`src/hdl/kiss_frame_decoder_top_assert.svh`:
```
// ----------------------------------------------------------------------------
// KISS frame decoder assertion macros
// Concurrent assertion helpers used by the decoder back end.
// ----------------------------------------------------------------------------
`ifndef KISS_FRAME_DECODER_TOP_ASSERT_SVH
`define KISS_FRAME_DECODER_TOP_ASSERT_SVH
`ifndef ASSERT_OFF
`define KFD_ASSERT_IMPLY(label, clk, rst_n, ante, cons) \
    label: assert property (@(posedge clk) disable iff (!rst_n) (ante) |-> (cons)) \
        else $error("kfd assertion failed");
`define KFD_ASSERT_NEXT(label, clk, rst_n, ante, cons) \
    label: assert property (@(posedge clk) disable iff (!rst_n) (ante) |=> (cons)) \
        else $error("kfd assertion failed");
`else
`define KFD_ASSERT_IMPLY(label, clk, rst_n, ante, cons)
`define KFD_ASSERT_NEXT(label, clk, rst_n, ante, cons)
`endif
`endif

```
`src/hdl/kfd_pkg.sv`:
```
// ----------------------------------------------------------------------------
// KISS frame decoder package
// Shared types, constants and the line byte classifier.
// ----------------------------------------------------------------------------
package kfd_pkg;

    localparam int MAX_FRAME = 1024;
    localparam int ADDR_W    = $clog2(MAX_FRAME);
    localparam int LEN_W     = $clog2(MAX_FRAME + 1);
    localparam int QDEPTH    = 2;
    localparam int QIDX_W    = $clog2(QDEPTH);
    localparam int QCNT_W    = $clog2(QDEPTH + 1);

    localparam logic [7:0] FEND  = 8'hC0;
    localparam logic [7:0] FESC  = 8'hDB;
    localparam logic [7:0] TFEND = 8'hDC;
    localparam logic [7:0] TFESC = 8'hDD;

    localparam logic CFG_PORT_MASK = 1'b0;
    localparam logic CFG_MAX_LEN   = 1'b1;

    typedef enum logic [1:0] {
        K_DATA,
        K_FESC,
        K_FEND,
        K_POP
    } t_kind;

    typedef enum logic {
        BS_IDLE,
        BS_READ
    } t_bstate;

    typedef struct packed {
        logic       op;
        logic [7:0] rx_byte;
    } t_in;

    typedef struct packed {
        logic       accepted;
        logic       out_valid;
        logic [7:0] out_byte;
        logic [3:0] out_port;
        logic       out_last;
    } t_out;

    typedef struct packed {
        t_kind      kind;
        logic [7:0] data;
    } t_item;

    typedef struct packed {
        logic  valid;
        t_item item;
    } t_qhead;

    typedef struct packed {
        logic [15:0] port_mask;
        logic [10:0] max_len;
    } t_cfg;

    function automatic t_kind classify(input t_in d);
        t_kind k;
        if (d.op) begin
            k = K_POP;
        end else if (d.rx_byte == FEND) begin
            k = K_FEND;
        end else if (d.rx_byte == FESC) begin
            k = K_FESC;
        end else begin
            k = K_DATA;
        end
        return k;
    endfunction

endpackage

```
`src/hdl/kfd_front.sv`:
```
// ----------------------------------------------------------------------------
// KISS frame decoder front end
// Accepts input transactions, classifies them and holds them in a short queue.
// ----------------------------------------------------------------------------
module kfd_front (
    input  logic            i_clk,
    input  logic            i_rst_n,
    input  logic            i_in_valid,
    output logic            o_in_stall,
    input  kfd_pkg::t_in    i_in,
    output kfd_pkg::t_qhead o_head,
    input  logic            i_take
);

    kfd_pkg::t_item              r_q [kfd_pkg::QDEPTH];
    logic [kfd_pkg::QIDX_W-1:0] r_wp, n_wp;
    logic [kfd_pkg::QIDX_W-1:0] r_rp, n_rp;
    logic [kfd_pkg::QCNT_W-1:0] r_count, n_count;
    logic                        wr;
    kfd_pkg::t_item              new_item;

    assign o_in_stall = (r_count == kfd_pkg::QCNT_W'(kfd_pkg::QDEPTH));
    assign wr         = i_in_valid && !o_in_stall;

    always_comb begin
        new_item.kind = kfd_pkg::classify(i_in);
        new_item.data = i_in.rx_byte;
        n_wp          = wr ? r_wp + 1'b1 : r_wp;
        n_rp          = i_take ? r_rp + 1'b1 : r_rp;
        n_count       = r_count + kfd_pkg::QCNT_W'(wr) - kfd_pkg::QCNT_W'(i_take);
        o_head.valid  = (r_count != '0);
        o_head.item   = r_q[r_rp];
    end

    always_ff @(posedge i_clk) begin
        if (!i_rst_n) begin
            r_wp    <= '0;
            r_rp    <= '0;
            r_count <= '0;
        end else begin
            r_wp    <= n_wp;
            r_rp    <= n_rp;
            r_count <= n_count;
        end
    end

    always_ff @(posedge i_clk) begin
        if (wr) begin
            r_q[r_wp] <= new_item;
        end
    end

endmodule

```
`config.mk`:
```
export PLATFORM = sky130hd
export DESIGN_NAME = kfd_front
export DESIGN_NICKNAME = d
export VERILOG_FILES = /design/src/hdl/kiss_frame_decoder_top_assert.svh /design/src/hdl/kfd_pkg.sv /design/src/hdl/kfd_front.sv
export SDC_FILE = /design/constraint.sdc
export NUM_CORES = 1
export LEC_CHECK = 0
export BUFFER_PORTS_ARGS = -buffer_cell sky130_fd_sc_hd__buf_2
export CORE_MARGIN = 8
export CORE_UTILIZATION = 45
export DETAILED_ROUTE_END_ITERATION = 6
export PLACE_DENSITY = 0.77
export SYNTH_ARGS = -nofsm -noshare
export SYNTH_HDL_FRONTEND = slang
export SYNTH_SLANG_ARGS = --single-unit
export TNS_END_PERCENT = 100
```
`constraint.sdc`:
```
create_clock -name i_clk -period 1.5 [get_ports i_clk]
set_clock_uncertainty 0.15 [all_clocks]
set_input_delay 0.15 -clock i_clk [delete_from_list [all_inputs] [get_ports i_clk]]
set_output_delay 0.15 -clock i_clk [all_outputs]
set_load 0.1 [all_outputs]
```
After elaboration in Yosys (flattened, before gate mapping) --
Memories as Yosys holds them, arrays and structs flattened. A register that Yosys moved wholly into a read port is not among the register bits. Cells that the tools add are included.
Word-level totals: output and inout bits 12, logic and storage cells 21, RAM bits 20, bits in registers 4, input bits 13, memories 1
Memory list:
- r_q | words 2, bits a word 10, read ports 1, clocked after Yosys merged registers in 1, write ports 1, line kfd_front.sv:15 | kfd_pkg::t_item r_q [kfd_pkg::QDEPTH];
Cells by class: add/subtract/negate cells 4, reductions and logical operators 3, eq/ne operators 3, muxes and demuxes 7
Operators with widths (count):
- == test 8 bit (second input constant) | 2
- two-way mux 1 bit | 5
- two-way mux 2 bit | 2
- adder 1 bit (second input constant) | 2
- adder 2 x 1 -> 2 bit | 1
- == test 2 bit (second input constant) | 1
- nonzero test 2 bit | 1
- subtractor 2 x 1 -> 2 bit | 1
- logical AND 1 bit | 1
- zero test 1 bit | 1

Logic depth before layout (Yosys ltp) --
Gate-level depths: netlist of run 1.
depth after elaboration 5, depth in mapped cells 8, mapped depth without buffers 8

Least setup slack after synthesis of run 1 --
OpenSTA, ideal clock, no wires.
path kind reg2reg, from register r_count[0] (netlist name), to register r_count[1] (netlist name), path buffers 0, library setup time 0.078 ns, arrival time 1.395 ns, period minus slack after synthesis 1.623 ns, path slack -0.123 ns, stages on the path, launching flop included 9, required time 1.272 ns, cell sequence dfxtp_1 nand2b_1 nand2_1 ha_1 inv_1 ha_1 xor2_1 and2_1 nor3_1
On the way: longest elaborated chain between the ends 5
Ends and longest elaborated chain:
- from (decl) | line kfd_front.sv:18 | logic [kfd_pkg::QCNT_W-1:0] r_count, n_count;
- from (signal assigned) | line kfd_front.sv:43 | r_count <= n_count;
- == test 2 bit | line kfd_front.sv:22 | assign o_in_stall = (r_count == kfd_pkg::QCNT_W'(kfd_pkg::QDEPTH));
- zero test 1 bit | line kfd_front.sv:23 | assign wr = i_in_valid && !o_in_stall;
- logical AND 1 bit | line kfd_front.sv:23
- adder 2 x 1 -> 2 bit (*) | line kfd_front.sv:30 | n_count = r_count + kfd_pkg::QCNT_W'(wr) - kfd_pkg::QCNT_W'(i_take);
- subtractor 2 x 1 -> 2 bit (*) | line kfd_front.sv:30
Mark *: on every way between the ends. The rest lies on a longest branch, timed or not. A chain may end at the register's enable or synchronous reset.

==> results of run 1 <==
-- final cells by class --
class	instances	area, sq um
Sequential cell	25	704
Tap cell	28	35.0
Clock inverter	1	5.00
Inverter	3	11.3
Multi-Input combinational cell	34	378
Clock buffer	3	22.5
Timing Repair Buffer	42	484
Fill cell	114	508
-- registers in the layout (all words and copies together) (netlist names), named ones only --
signal and count:
r_count 2, r_q 20, r_rp 1, r_wp 1
-- logic make-up after synthesis --
logic type,count (synthesis)
flops,25
simple gates,17
mux,11
buf+inv,4
compound gates,2
xor+xnor,2
fa+ha+maj,2
-- worst max path at each step --
| stage | cells after the start | slack [ns] | endpoint | from |
|---|---|---|---|---|
| after global placement | 8 | -0.04 | r_count[1] | r_count[0] |
| final | 3 | -0.11 | o_head[0] | register |
| after floorplan | 8 | -0.06 | r_count[1] | r_count[0] |
| after CTS | 3 | -0.10 | o_head[5] | register |
| after global routing | 8 | -0.17 | r_count[1] | r_count[0] |
| after detailed placement | 8 | -0.10 | r_count[1] | r_count[0] |
-- metrics by stage --
step | area [sq um] | utilization (%) | TNS [ns] | hold WS [ns] | total power [uW]
3_3_place_gp | 1280 | 59.4 | -0.0363 | 0.205 | 1700
2_1_floorplan | 1020 | - | -0.0593 | 0.0989 | 1480
5_1_grt | 1640 | 76.4 | -1.69 | 0.0684 | 2340
4_1_cts | 1630 | 75.7 | -0.993 | 0.0490 | 2240
3_5_place_dp | 1280 | 59.4 | -0.102 | 0.210 | 1710
6_report | 1640 | 76.4 | -1.08 | 0.0565 | 2250
-- worst max-delay path, cell delays in order, from the launching register on --
cell     delay, ns
dfxtp_2       0.37
buf_6         0.14
mux2_4        0.32
buf_12        0.17
-- metal layers --
metal	vias to the layer above	track usage (%)	share of wire [%]
li1	318	-	-
met1	313	12.8	39
met2	25	20.1	54
met3	4	3.41	5.6
met4	0	2.85	1.7
met5	-	0	0
-- where the power goes --
part | internal (uW) | leakage, uW | switching (uW)
Clock | 99.2 | 0.0000177 | 185
Combinational | 450 | 0.000423 | 638
Sequential | 842 | 0.000229 | 33.1
Total | 1390 | 0.000669 | 857
-- repair_timing --
item / in CTS / in global routing
hold buffers: 10 / 0
pin swaps: 2 / 1
endpoints found under the setup margin: 12 / 15
gates resized for setup: 59 / 4
hold endpoints to repair: 21 / 0
gates cloned: 0 / 0
-- cell usage in the layout, fill, tap and decap left out --
| master | Yosys | layout |
|---|---|---|
| mux2_4 | 0 | 10 |
| or4_4 | 1 | 1 |
| inv_1 | 3 | 1 |
| and3_1 | 1 | 1 |
| ha_4 | 0 | 2 |
| buf_2 | 1 | 12 |
| nand2b_4 | 0 | 1 |
| dfxtp_2 | 0 | 3 |
| dlygate4sd3_1 | 0 | 10 |
| and2_4 | 0 | 1 |
| buf_4 | 0 | 4 |
| nor3_2 | 0 | 1 |
| mux2i_1 | 1 | 1 |
| nand4_1 | 1 | 1 |
| or2_4 | 0 | 1 |
| buf_12 | 0 | 13 |
| o21bai_1 | 1 | 1 |
| o21bai_4 | 0 | 1 |
| nor2_1 | 5 | 5 |
| nand3_1 | 1 | 1 |
| xor2_2 | 0 | 1 |
| nand2_4 | 0 | 1 |
| and2_1 | 2 | 1 |
| inv_2 | 0 | 2 |
| nand2_1 | 2 | 1 |
| buf_6 | 0 | 3 |
| clkinv_2 | 0 | 1 |
| clkbuf_4 | 0 | 3 |
| xnor2_1 | 1 | 1 |
| dfxtp_1 | 5 | 2 |
| nand2b_1 | 2 | 1 |
| edfxtp_1 | 20 | 20 |
==> impl_metrics.sql, run 1 <==
INSERT INTO impl_metrics (metric_group, metric, value, unit) VALUES
('global_routing', 'first_pass_grt_wire_length', '3590', 'um'),
('clock_tree', 'root_buffer', 'clkbuf_4', ''),
('sta', 'final-hold-violation-count', '0', ''),
('floorplan', 'fp.dieH', '63.0', 'um'),
('synth', 'synth_compound_gate_area_share', '1.89', '%'),
('global_routing', 'grt_start_max_net_pins', '15', ''),
('route', 'wire_per_inst', '16.6', 'um'),
('placement', 'hpwl', '1330', 'um'),
('route', 'detail_route.wirelength', '2260', 'um'),
('floorplan', 'core_area', '0.00215', 'sq mm'),
('status', 'violations', 'setup timing', ''),
('synth', 'synth_largest_area_cell', 'edfxtp_1', ''),
('clock_tree', 'clock-sinks', '25', ''),
('finish', 'finish.net_count', '124', ''),
('run', 'cap_viol_max_count', '0', ''),
('route', 'ant_nets', '0', ''),
('synth', 'synthAdderAreaFrac', '2.52', '%'),
('clock_tree', 'htree_levels', '1', ''),
('finish', 'antenna_cells', '0', ''),
('clock_tree', 'tritoncts', 'built', ''),
('route', 'remaining_drc_errors', '0', ''),
('sta', 'timing.final.setup_violations', '13', ''),
('power', 'leakagePower', '0.000669', 'uW'),
('clock_tree', 'clock_path_buffers', '2', ''),
('placement', 'place.port_buffers', '24', ''),
('synth', 'post_synth_inst_count', '63', ''),
('clock_tree', 'post-cts-setup-buffer-count', '0', ''),
('route', 'drt_first_iter_violations', '10', ''),
('setup_path', 'worst-endpoint-arrival', '1.31', 'ns'),
('synth', 'synth.cell_area', '992', 'sq um'),
('sta', 'worstMarginPinSlew', '0.222', 'ns'),
('global_routing', 'antenna_found_initial', '0', ''),
('finish', 'final_cells', '136', ''),
('hold_path', 'whs_path_depth', '3', ''),
('synth', 'synth_simple_gate_area_share', '9.21', '%'),
('clock_tree', 'path_clk_slew', '0.13', 'ns'),
('route', 'avgViaCountPerCell', '4.85', ''),
('sta', 'grt_setup_unrepaired', 'yes', ''),
('floorplan', 'design.die.area', '0.00396', 'sq mm'),
('floorplan', 'start_util', '46.2', '%'),
('synth', 'synth_top_flop_cell', 'edfxtp_1', ''),
('setup_path', 'minimum_setup_slack_among_reg_to_reg_paths', '-0.08', 'ns'),
('floorplan', 'die_w', '63.0', 'um'),
('placement', 'finalWeightedCongestion', '0.709', ''),
('synth', 'synth_enable_flop_cells', '20', ''),
('synth', 'netlist_top_cells_count', '20 x edfxtp_1, 10 x mux2_2, 5 x dfxtp_1, 5 x nor2_1, 3 x inv_1', ''),
('floorplan', 'floorplan.rows', '17', ''),
('power', 'power.density', '1370', 'mW/mm^2'),
('route', 'firstDrtPassIters', '4', ''),
('placement', 'placed_cell_count', '122', ''),
('power', 'worst_ir_drop_vdd', '958', 'uV'),
('status', 'outcome', 'finished with violations', ''),
('finish', 'syn_to_final_growth', '65.3', '%'),
('setup_path', 'setup.worst_path.start_class', 'register', ''),
('placement', 'pre_cts_slack', '-0.102', 'ns'),
('synth', 'synth-seq-area-share', '70.6', '%'),
('global_routing', 'grt_usage', '11.4', '%'),
('synth', 'combinational_family_with_the_most_area_after_synthesis', 'multiplexers', ''),
('synth', 'yosys-mux-area-fraction', '12.4', '%'),
('setup_path', 'critical_path_peak_fanout', '6', ''),
('global_routing', 'grt_pass1_vias', '733', ''),
('route', 'via_count', '660', ''),
('sta', 'timing.fmax', '0.622', 'GHz'),
('synth', 'synth_warnings', '0', ''),
('sta', 'slew-limit-headroom', '85.1', '%'),
('clock_tree', 'tritoncts.num_buffers', '3', ''),
('clock_tree', 'clock_insertion_delay_worst_skew', '0.30', 'ns'),
('sta', 'drv_slew', '0', ''),
('synth', 'synth_area_per_inst', '15.7', 'sq um'),
('sta', 'final_critical_path_setup_slack', '-0.108', 'ns'),
('synth', 'synth_top_cell_area_share', '60.5', '%');
Note: power is estimated with default switching activity, not from simulation.
==> run 2: changes to the inputs <==
BUFFER_PORTS_ARGS = -buffer_cell sky130_fd_sc_hd__buf_4   (was -buffer_cell sky130_fd_sc_hd__buf_2)
==> run 2 against run 1 <==
Effect of this change:
- the run still ends with setup timing left
- combinational power is essentially flat
- register-to-register slack lost 0.02 ns
- via count grew 3.0%
- wire length increased by 1.3%
- utilization increased by 1.3 points
- power grew 0.48%
- first-iteration DRC count increased by 70%
==> impl_metrics.sql, run 2 (synthesis results as in run 1) <==
INSERT INTO impl_metrics (metric_group, metric, value, unit) VALUES
('status', 'outcome', 'finished with violations', ''),
('status', 'violations', 'setup timing', ''),
('power', 'report.power.total', '2260', 'uW'),
('setup_path', 'minimum_setup_slack_among_reg_to_reg_paths', '-0.10', 'ns'),
('route', 'avgViaCountPerCell', '5.00', ''),
('floorplan', 'floorplan.rows', '17', ''),
('clock_tree', 'htree_levels', '1', ''),
('floorplan', 'design.die.area', '0.00396', 'sq mm'),
('setup_path', 'worst_path_largest_cell_delay', '0.37', 'ns'),
('global_routing', 'grt_usage', '12.3', '%'),
('route', 'firstDrtPassIters', '4', ''),
('setup_path', 'critPathRequiredTime', '1.20', 'ns'),
('global_routing', 'grt_pass1_vias', '776', ''),
('sta', 'drv_slew', '0', ''),
('floorplan', 'io-pin-count', '25', ''),
('route', 'ant_nets', '0', ''),
('clock_tree', 'tritoncts', 'built', ''),
('sta', 'final-hold-violation-count', '0', ''),
('route', 'detail_route.wirelength', '2290', 'um'),
('setup_path', 'timing.rr.start', 'r_count[0]', ''),
('sta', 'timing.final.setup_violations', '12', ''),
('sta', 'post-route-period-util', '107', '%'),
('sta', 'worstMarginPinSlew', '0.181', 'ns'),
('placement', 'hpwl', '1330', 'um'),
('setup_path', 'worst-r2r-cell-count', '8', ''),
('finish', 'largestRegisters', 'r_q (20), r_count (2)', ''),
('setup_path', 'buffering_stage_count_on_the_worst_path_with_inverters_included', '2', ''),
('placement', 'finalWeightedCongestion', '0.694', ''),
('setup_path', 'critical_path_peak_fanout', '5', ''),
('finish', 'syn_to_final_growth', '68.1', '%'),
('sta', 'fin_hold_ws', '0.0657', 'ns'),
('floorplan', 'core_area', '0.00215', 'sq mm'),
('setup_path', 'timing.critical_path.to_type', 'output port', ''),
('placement', 'placed_cell_count', '122', ''),
('finish', 'final_cells', '136', ''),
('clock_tree', 'clock_insertion_delay_worst_skew', '0.32', 'ns'),
('route', 'wire_per_inst', '16.9', 'um'),
('finish', 'final_cell_mix', '20 x edfxtp_1, 15 x buf_4, 13 x buf_12, 11 x dlygate4sd3_1, 10 x mux2_4', ''),
('floorplan', 'start_util', '46.2', '%'),
('hold_path', 'hold-path-endpoint', 'r_wp', ''),
('finish', 'largest_register', 'r_q', ''),
('floorplan', 'fp.dieH', '63.0', 'um'),
('global_routing', 'antenna_found_initial', '0', ''),
('finish', 'final_common_cell', 'edfxtp_1', ''),
('route', 'remaining_drc_errors', '0', ''),
('power', 'worst_ir_drop_vdd', '1150', 'uV'),
('run', 'cap_viol_max_count', '0', ''),
('hold_path', 'hold_class', 'in2reg', ''),
('sta', 'grt_setup_unrepaired', 'yes', ''),
('global_routing', 'grt_start_max_net_pins', '15', ''),
('finish', 'layout-drive-gt1-share', '53.7', '%'),
('setup_path', 'worst-endpoint-arrival', '1.30', 'ns'),
('clock_tree', 'tritoncts.num_buffers', '3', ''),
('finish', 'largest_register_ffs', '20', ''),
('finish', 'antenna_cells', '0', ''),
('route', 'drt_first_iter_violations', '17', ''),
('sta', 'slew-limit-headroom', '87.8', '%'),
('setup_path', 'critical_path_s_top_delay_family', 'flip-flops', ''),
('power', 'leakagePower', '0.000677', 'uW'),
('clock_tree', 'clock_path_buffers', '2', ''),
('placement', 'place.port_buffers', '24', ''),
('sta', 'final_critical_path_setup_slack', '-0.104', 'ns'),
('placement', 'pre_cts_slack', '-0.114', 'ns'),
('power', 'power.density', '1350', 'mW/mm^2'),
('global_routing', 'first_pass_grt_wire_length', '3790', 'um'),
('clock_tree', 'path_clk_slew', '0.13', 'ns'),
('setup_path', 'critical_path.slowest_cell', 'dfxtp_2', ''),
('finish', 'finish.net_count', '124', ''),
('setup_path', 'setup.worst_path.start_class', 'register', ''),
('hold_path', 'hold_path_origin', 'i_in_valid', ''),
('finish', 'layout.filler_cells', '125', ''),
('global_routing', 'gr-total-overflow', '0', ''),
('setup_path', 'critical_path.reg2reg.endpoint', 'r_count[1]', ''),
('setup_path', 'cp_cell_sequence', 'buf_6, mux2_4, buf_12', ''),
('clock_tree', 'root_buffer', 'clkbuf_4', ''),
('hold_path', 'whs_path_depth', '4', ''),
('setup_path', 'critical_path_class', 'reg2out', ''),
('clock_tree', 'clock-sinks', '25', ''),
('sta', 'timing.fmax', '0.624', 'GHz'),
('route', 'via_count', '680', ''),
('sta', 'fin_crit', '1.60', 'ns'),
('floorplan', 'die_w', '63.0', 'um');
-- run 2: worst max-delay path by stage --
stage	startpoint	end	depth (start not counted)
floorplan	r_count[0]	r_count[1]	8
global placement	r_count[0]	r_count[1]	8
detailed placement	r_count[0]	r_count[1]	8
CTS	register	o_head[8]	3
global route	r_count[0]	r_count[1]	8
finish	register	o_head[3]	3
-- run 2: per-stage QoR --
step                      TNS [ns]  util, %  cell area (sq um)
after floorplan            -0.0593        -               1020
after global placement     -0.0422     60.8               1310
after detailed placement    -0.114     60.8               1310
after CTS                    -1.13     77.6               1670
after global routing         -1.71     77.6               1670
final                        -1.10     77.6               1670
-- run 2: routing by layer --
layer / GRT usage [%] / share of wire (%) / vias up
met5: 0 / 0 / -
met4: 5.70 / 2.6 / 0
met3: 3.41 / 4.8 / 6
met2: 23.3 / 56 / 18
met1: 12.0 / 36 / 335
li1: - / - / 321
-- run 2: cell type report --
cell class	instances	area, sq um	area share [%]
Multi-Input combinational cell	34	368	22.1
Sequential cell	25	707	42.4
Tap cell	28	35.0	2.10
Timing Repair Buffer	42	517	31.0
Clock inverter	1	5.00	0.300
Clock buffer	3	22.5	1.35
Inverter	3	13.8	0.825
-- run 2: worst reg2reg max path: stages, from the launching register on --
cell	delay, ns
dfxtp_2	0.34
nand2b_4	0.13
nand2_4	0.05
ha_4	0.26
inv_2	0.04
ha_4	0.14
xor2_1	0.14
and2_1	0.15
nor3_2	0.12
-- run 2: report_power, final --
part,total [uW],internal (uW),switching (uW)
clock network,294,99.9,194
registers,876,843,32.9
logic,1090,452,636
-- run 2: what timing repair did --
action,4_1_cts,5_1_grt
setup buffers,0,1
gates resized for setup,57,3
endpoints found under the setup margin,13,15
hold buffers,11,0
hold endpoints to repair,25,0
pin swaps,2,3
